`config.mk`:
```
export PLATFORM = sky130hd
export DESIGN_NAME = rsc_front
export DESIGN_NICKNAME = d
export VERILOG_FILES = /design/src/rtl/core/rsc_pkg.sv /design/src/rtl/core/rsc_front.sv
export SDC_FILE = /design/constraint.sdc
export NUM_CORES = 1
export LEC_CHECK = 0
export ABC_AREA = 1
export BUFFER_PORTS_ARGS = -buffer_cell sky130_fd_sc_hd__buf_2
export CAP_MARGIN = 20
export CORE_ASPECT_RATIO = 1.25
export CORE_MARGIN = 5
export CORE_UTILIZATION = 33
export DETAILED_ROUTE_END_ITERATION = 10
export GPL_TIMING_DRIVEN = 0
export PLACE_DENSITY = 0.55
export SYNTH_ARGS = -nofsm -noshare
export SYNTH_HDL_FRONTEND = slang
export SYNTH_SLANG_ARGS = --single-unit
```
`constraint.sdc`:
```
create_clock -name clk -period 8.4 [get_ports clk]
set_clock_uncertainty 0.2 [all_clocks]
set_input_delay 0.84 -clock clk [delete_from_list [all_inputs] [get_ports clk]]
set_output_delay 0.84 -clock clk [all_outputs]
set_load 0.02 [all_outputs]
```
`src/rtl/core/rsc_pkg.sv`:
```
// shared types, constants and codes for the rgb to sigmoid coefficient block
// no dependencies
`timescale 1ns / 1ps

package rsc_pkg;

  localparam int GRID_SIZE_DEF = 16;

  localparam int CH_W   = 16;
  localparam int COEF_W = 40;
  localparam int IDX_W  = 4;
  localparam int NODE_W = 16;

  // serial divider sizing
  localparam int DIV_DVD_W = 52;
  localparam int DIV_DSR_W = 24;
  localparam int DIV_Q_W   = 40;
  localparam int DIV_CNT_W = 6;

  localparam int GRAY_QBITS = 36;
  localparam int DZ_QBITS   = 16;

  localparam int SQRT_W = 46;

  localparam logic [1:0] OP_WR_COEF = 2'd0;
  localparam logic [1:0] OP_WR_NODE = 2'd1;
  localparam logic [1:0] OP_CONVERT = 2'd2;
  localparam logic [1:0] OP_UNUSED  = 2'd3;

  localparam logic [15:0] HALF_Q15 = 16'd16384;
  localparam logic [16:0] ONE_Q15  = 17'd32768;
  localparam logic [16:0] ONE_Q16  = 17'd65536;

  localparam logic signed [39:0] COEF_MAX = 40'sh7F_FFFF_FFFF;
  localparam logic signed [39:0] COEF_MIN = 40'sh80_0000_0000;

  typedef enum logic [1:0] {
    KIND_COEF,
    KIND_NODE,
    KIND_GRAY,
    KIND_COLOR
  } kind_t;

  typedef struct packed {
    kind_t              kind;
    logic [15:0]        red;
    logic [15:0]        green;
    logic [15:0]        blue;
    logic [1:0]         ech;
    logic [3:0]         ex;
    logic [3:0]         ey;
    logic [3:0]         ez;
    logic [1:0]         comp;
    logic signed [39:0] evalue;
    logic [15:0]        nvalue;
  } item_t;

  typedef enum logic [4:0] {
    ST_IDLE,
    ST_SQRT,
    ST_GDIV_GO,
    ST_GDIV_WAIT,
    ST_XDIV_GO,
    ST_XDIV_WAIT,
    ST_YDIV_GO,
    ST_YDIV_WAIT,
    ST_CELL,
    ST_SRCH_RD,
    ST_SRCH_CMP,
    ST_N0_RD,
    ST_N1_RD,
    ST_N_CAP,
    ST_DZ_CHK,
    ST_DZ_WAIT,
    ST_T_RD,
    ST_T_CAP,
    ST_L_MUL,
    ST_L_ADD,
    ST_OUT
  } back_state_t;

endpackage

```
`src/rtl/core/rsc_front.sv`:
```
// front end: takes items, drops ignored ones, classifies and queues the rest
// depends on rsc_pkg
`timescale 1ns / 1ps

module rsc_front #(
  parameter int GRID_SIZE = rsc_pkg::GRID_SIZE_DEF
) (
  input  logic                clk,
  input  logic                rst,
  input  logic                start,
  output logic                busy,
  input  logic [1:0]          opcode,
  input  logic [15:0]         red,
  input  logic [15:0]         green,
  input  logic [15:0]         blue,
  input  logic [1:0]          entry_channel,
  input  logic [3:0]          entry_x,
  input  logic [3:0]          entry_y,
  input  logic [3:0]          entry_z,
  input  logic [1:0]          entry_component,
  input  logic signed [39:0]  entry_value,
  input  logic [15:0]         node_value,
  input  logic                pop,
  output logic                head_valid,
  output rsc_pkg::item_t      head
);

  rsc_pkg::item_t slot [2];
  rsc_pkg::item_t itm;
  logic [1:0]     count;
  logic           wp;
  logic           rp;
  logic           keep;
  logic           push;

  always_comb begin
    itm.kind   = rsc_pkg::KIND_COEF;
    itm.red    = red;
    itm.green  = green;
    itm.blue   = blue;
    itm.ech    = entry_channel;
    itm.ex     = entry_x;
    itm.ey     = entry_y;
    itm.ez     = entry_z;
    itm.comp   = entry_component;
    itm.evalue = entry_value;
    itm.nvalue = node_value;
    keep       = 1'b0;
    unique case (opcode)
      rsc_pkg::OP_WR_COEF: begin
        itm.kind = rsc_pkg::KIND_COEF;
        keep = (entry_channel < 2'd3) && (entry_component < 2'd3)
            && (32'(entry_x) < GRID_SIZE) && (32'(entry_y) < GRID_SIZE)
            && (32'(entry_z) < GRID_SIZE);
      end
      rsc_pkg::OP_WR_NODE: begin
        itm.kind = rsc_pkg::KIND_NODE;
        keep = 32'(entry_z) < GRID_SIZE;
      end
      rsc_pkg::OP_CONVERT: begin
        itm.kind = ((red == green) && (green == blue)) ? rsc_pkg::KIND_GRAY
                                                       : rsc_pkg::KIND_COLOR;
        keep = 1'b1;
      end
      default: keep = 1'b0;
    endcase
  end

  assign busy       = count == 2'd2;
  assign push       = start && !busy && keep;
  assign head_valid = count != 2'd0;
  assign head       = slot[rp];

  always_ff @(posedge clk) begin
    if (rst) begin
      count <= 2'd0;
      wp    <= 1'b0;
      rp    <= 1'b0;
    end else begin
      if (push) begin
        wp <= ~wp;
      end
      if (pop) begin
        rp <= ~rp;
      end
      case ({push, pop})
        2'b10:   count <= count + 2'd1;
        2'b01:   count <= count - 2'd1;
        default: count <= count;
      endcase
    end
  end

  always_ff @(posedge clk) begin
    if (push) begin
      slot[wp] <= itm;
    end
  end

endmodule

```
---- Yosys cells after proc, flatten, opt, wreduce, memory -nomap -nowiden ----
Memories as Yosys holds them, arrays and structs flattened. A register that Yosys moved wholly into a read port is not among the register bits.
Index checks and enable logic that the tools add are counted.
W data, S select, Z words.
cells by class
  $add $sub $neg .......................... 2
  magnitude comparators ................... 2
  equal/unequal tests ..................... 7
  mux-type cells .......................... 8
  bitwise logic cells ..................... 2
  reductions and logical operators ........ 9
operators by type and width
  operator               number
  $eq A16 B16 Y1         2
  $pmux W2 S2            2
  $eq A2 B2 Y1 const B   3
  $mux W1                5
  $eq A2 B1 Y1 const B   2
  $logic_and A1 B1 Y1    4
  $lt A2 B2 Y1 const B   2
  $reduce_bool A2 Y1     2
  $add A2 B1 Y2 const B  1
  $logic_not A2 Y1       1
  $not A1 Y1             2
  $pmux W1 S2            1
  $reduce_or A2 Y1       1
  $sub A2 B1 Y2 const B  1
  $logic_not A1 Y1       1
storage, ports and cells
  bits in registers ....................... 4
  memory bits (writable) .................. 244
  input port bits ......................... 126
  word-level logic and storage cells ...... 34
  memories ................................ 1
memories
  memory  words  width  rd ports  clocked after memory_dff  write ports  line             source
  slot    2      122    1         1                         1            rsc_front.sv:28  rsc_pkg::item_t slot [2];

---- Logic depth before layout (Yosys ltp) ----
  depth after elaboration ................. 6
  depth in mapped cells ................... 10

---- Worst setup path after synthesis ----
Ideal clock, no wire load.
  path kind ............................... input -> register
  start ................................... input port opcode[0]
  end ..................................... memory slot[0][0] (netlist name) (enable)
  setup time .............................. 0.605 ns
  data arrival time ....................... 6.454 ns
  data required time ...................... 7.595 ns
  setup slack ............................. 1.141 ns
  stages .................................. 6
  path through ............................ inv_1 ha_1 inv_1 nand2_1 nand3_1 nor2_1
between the ends
  longest elaborated chain between the ends .. 6
  elaborated cells between the ends (all ways) .. 8
  those cells by class .................... eq/ne: 2; mux: 3; reduce/logical: 3
RTL lines
  item                                          line             source
  start, declared                               rsc_front.sv:12  input logic [1:0] opcode,
  $eq A2 B2 Y1 or $eq A2 B1 Y1 (tied branches)  rsc_front.sv:49  unique case (opcode)
  $reduce_or A2 Y1 (no source line)             n/a
  $pmux W1 S2 (*)                               rsc_front.sv:49
  $logic_and A1 B1 Y1 (*)                       rsc_front.sv:70  assign push = start && !busy && keep;
  $mux W1 (*)                                   rsc_front.sv:95  if (push) begin
  $mux W1 (implied by the code) (*)             rsc_front.sv:96  slot[wp] <= itm;
  end, declared                                 rsc_front.sv:28
Every way passes the cells marked *; elsewhere a longest branch is shown, timed or not.

==> flow_summary.ini <==
[layout]
final_common_cell = buf_2
most-common-layout-cells = buf_2 (253), edfxtp_1 (244), mux2_4 (80)
finish.utilization_pct = 42.6
design_area_um2 = 12700
drive_above_1_share_pct = 52.6
finalNetCount = 936
areaGrowthSynthToFinish_pct = 28.3

[timing]
drv_slew = 0
fin_crit_ns = 2.87
timing.fmax_mhz = 349
tns_ns = 0
period_share_pct = 34.1
finalHoldViolCount = 0
tightest_slew_ns = 0.508
finalSetupViolations = 0
grt_setup_unrepaired = false
slew_headroom_pct = 66.1

[clock_network]
insertion_delay_ns = 0.52
clk_pin_slew_worst_paths_ns = 0.06
root_buffer = clkbuf_16
cts_buffers = 26
cts_max_level = 1
cts_tree = done
cts_setup_buffers = 0
ctsHoldBuffers = 0
cts_resized = 0
tritoncts_num_sinks = 249
cts.path.max_buffers = 3

[routing]
first_iter_violations = 203
ant_nets = 0
wl_per_cell_um = 16.9
drt_pass1_iterations = 4
drc = 0
routed_via_density = 4.32
wl_um = 20600
dr_total_vias = 5281

[flow_run]
drv_cap = 0

[placed_design]
dpl-instance-area_um2 = 11900
io_buffers = 249
gp_congestion = 0.738
dpl.hpwl_um = 15000

[floorplanning]
num_rows = 71
initial_utilization_pct = 33.2
placeableCoreArea_um2 = 29800
io_pins = 250
die_area_um2 = 33600
die_w_um = 165
die_height_um = 204

[power]
peakVddDrop_uv = 160
p_per_area_nw_per_um2 = 233
fin_total_pwr_uw = 2960
p_leak_uw = 0.00495

[critical_path]
r2r-start = count[1]$_SDFFE_PP0P_
crit_required_ns = 7.36
r2r_end = slot[1][67]$_DFFE_PP_
path_class = reg2out
critPathTopFamily = buffers and inverters
worstRegToRegCells = 7
cp_max_fo = 10
critPathLaunchType = flop
crit_top_cell = buf_6
crit_slowest_cell = dfxtp_1
crit_buf_inv = 4
crit_arrival_ns = 1.83
regToRegSetupSlack_ns = 6.13
worstSetupEndpointType = primary output
slowest_delay_ns = 0.32
crit_path_cell_trace = buf_6 > buf_8 > buf_6 > mux2_4 > buf_2

[hold_path]
holdCritPathClass = in2reg
min_to = rp$_SDFFE_PP0P_
min_path_cells = 2
min_from = rst

[synth]
yosysTopAreaCell = edfxtp_1
netlist_top_cells_area = edfxtp_1 (74%), mux2_4 (12%), mux2_2 (4.8%)
syn_inst = 518
syn_nets = 649
synth_cell_types = 15
yosysTopAreaCellShare_pct = 73.9
ys_ff_latch = 249
synth.cell_area_um2 = 9910
ys_seq_area_share_pct = 74.9
syn-mean-instance-area_um2 = 19.1
synth_warnings = 0

[outcome]
status = complete, no violations

[global_route]
grt_pass1_vias = 5512
grt_pass1_wl_um = 30700
grt.total_usage_pct = 11.8
antenna_found_initial = 2
grt_start_max_net_pins = 26
gr-total-overflow = 0
==> per-layer routing <==
metal / routed length (um) / share of wire, % / up-vias / global-route usage, %
met3: 1520 / 7.3 / 29 / 3.03
li1: - / - / 2513 / -
met1: 7620 / 37 / 2571 / 13.2
met4: 574 / 2.8 / 0 / 4.46
met2: 10900 / 53 / 168 / 21.4
met5: 0 / 0 / - / 0
==> cells by family after synthesis <==
logic type | share of synthesized area, %
AO/OA/AOI/OAI | 0.454
XOR/XNOR | 2.12
adder cells (fa/ha/maj) | 0.631
buffers and inverters | 2.28
flip-flops | 74.9
multiplexers | 16.9
AND/OR/NAND/NOR | 2.71
==> state kept, by name, indices dropped and copies added (netlist names), named ones only <==
name   count
count      2
slot     244
rp         1
wp         1
==> per-stage QoR <==
step / std cells / hold slack [ns] / worst slack [ns]
after CTS: 1221 / 0.260 / 5.45
after detailed placement: 1178 / 0.291 / 5.14
after global placement: 1168 / 0.267 / -2.85
after floorplan: 518 / 0.259 / 1.14
final: 1223 / 0.301 / 5.53
after global routing: 1223 / 0.273 / 5.42
==> power by group <==
| part | internal [uW] | switching [uW] |
|---|---|---|
| logic | 182 | 230 |
| registers | 1430 | 11.8 |
| clock network | 670 | 437 |
==> final cells by class <==
cell class              instances  area [um^2]
inverters                      24         90.1
clock inverters                12          129
plain buffers                  14          136
fillers                      2749        17100
diodes                          2         5.00
well taps                     401          502
flip-flops and latches        249         7430
clock buffers                  31          691
repair buffers                259         1460
multi-input cells             231         2280
==> worst max path at each step <==
stage,start,slack (ns),cells past startpoint,to
floorplan,opcode[0],1.14,6,slot[0][0]$_DFFE_PP_
global placement,opcode[0],-2.85,7,slot[0][84]$_DFFE_PP_
detailed placement,opcode[1],5.14,9,slot[1][86]$_DFFE_PP_
CTS,flop,5.45,5,head[87]
global route,flop,5.42,5,head[118]
finish,flop,5.53,5,head[115]
==> Yosys cell counts (all sizes together) <==
cell type	number
a21oi	5
buf	14
dfxtp	5
edfxtp	244
ha	5
inv	24
mux2	122
nand2	53
nand3	2
nor2	16
o21ai	4
xnor2	24
No activity file was read; power rests on OpenSTA's default activity.
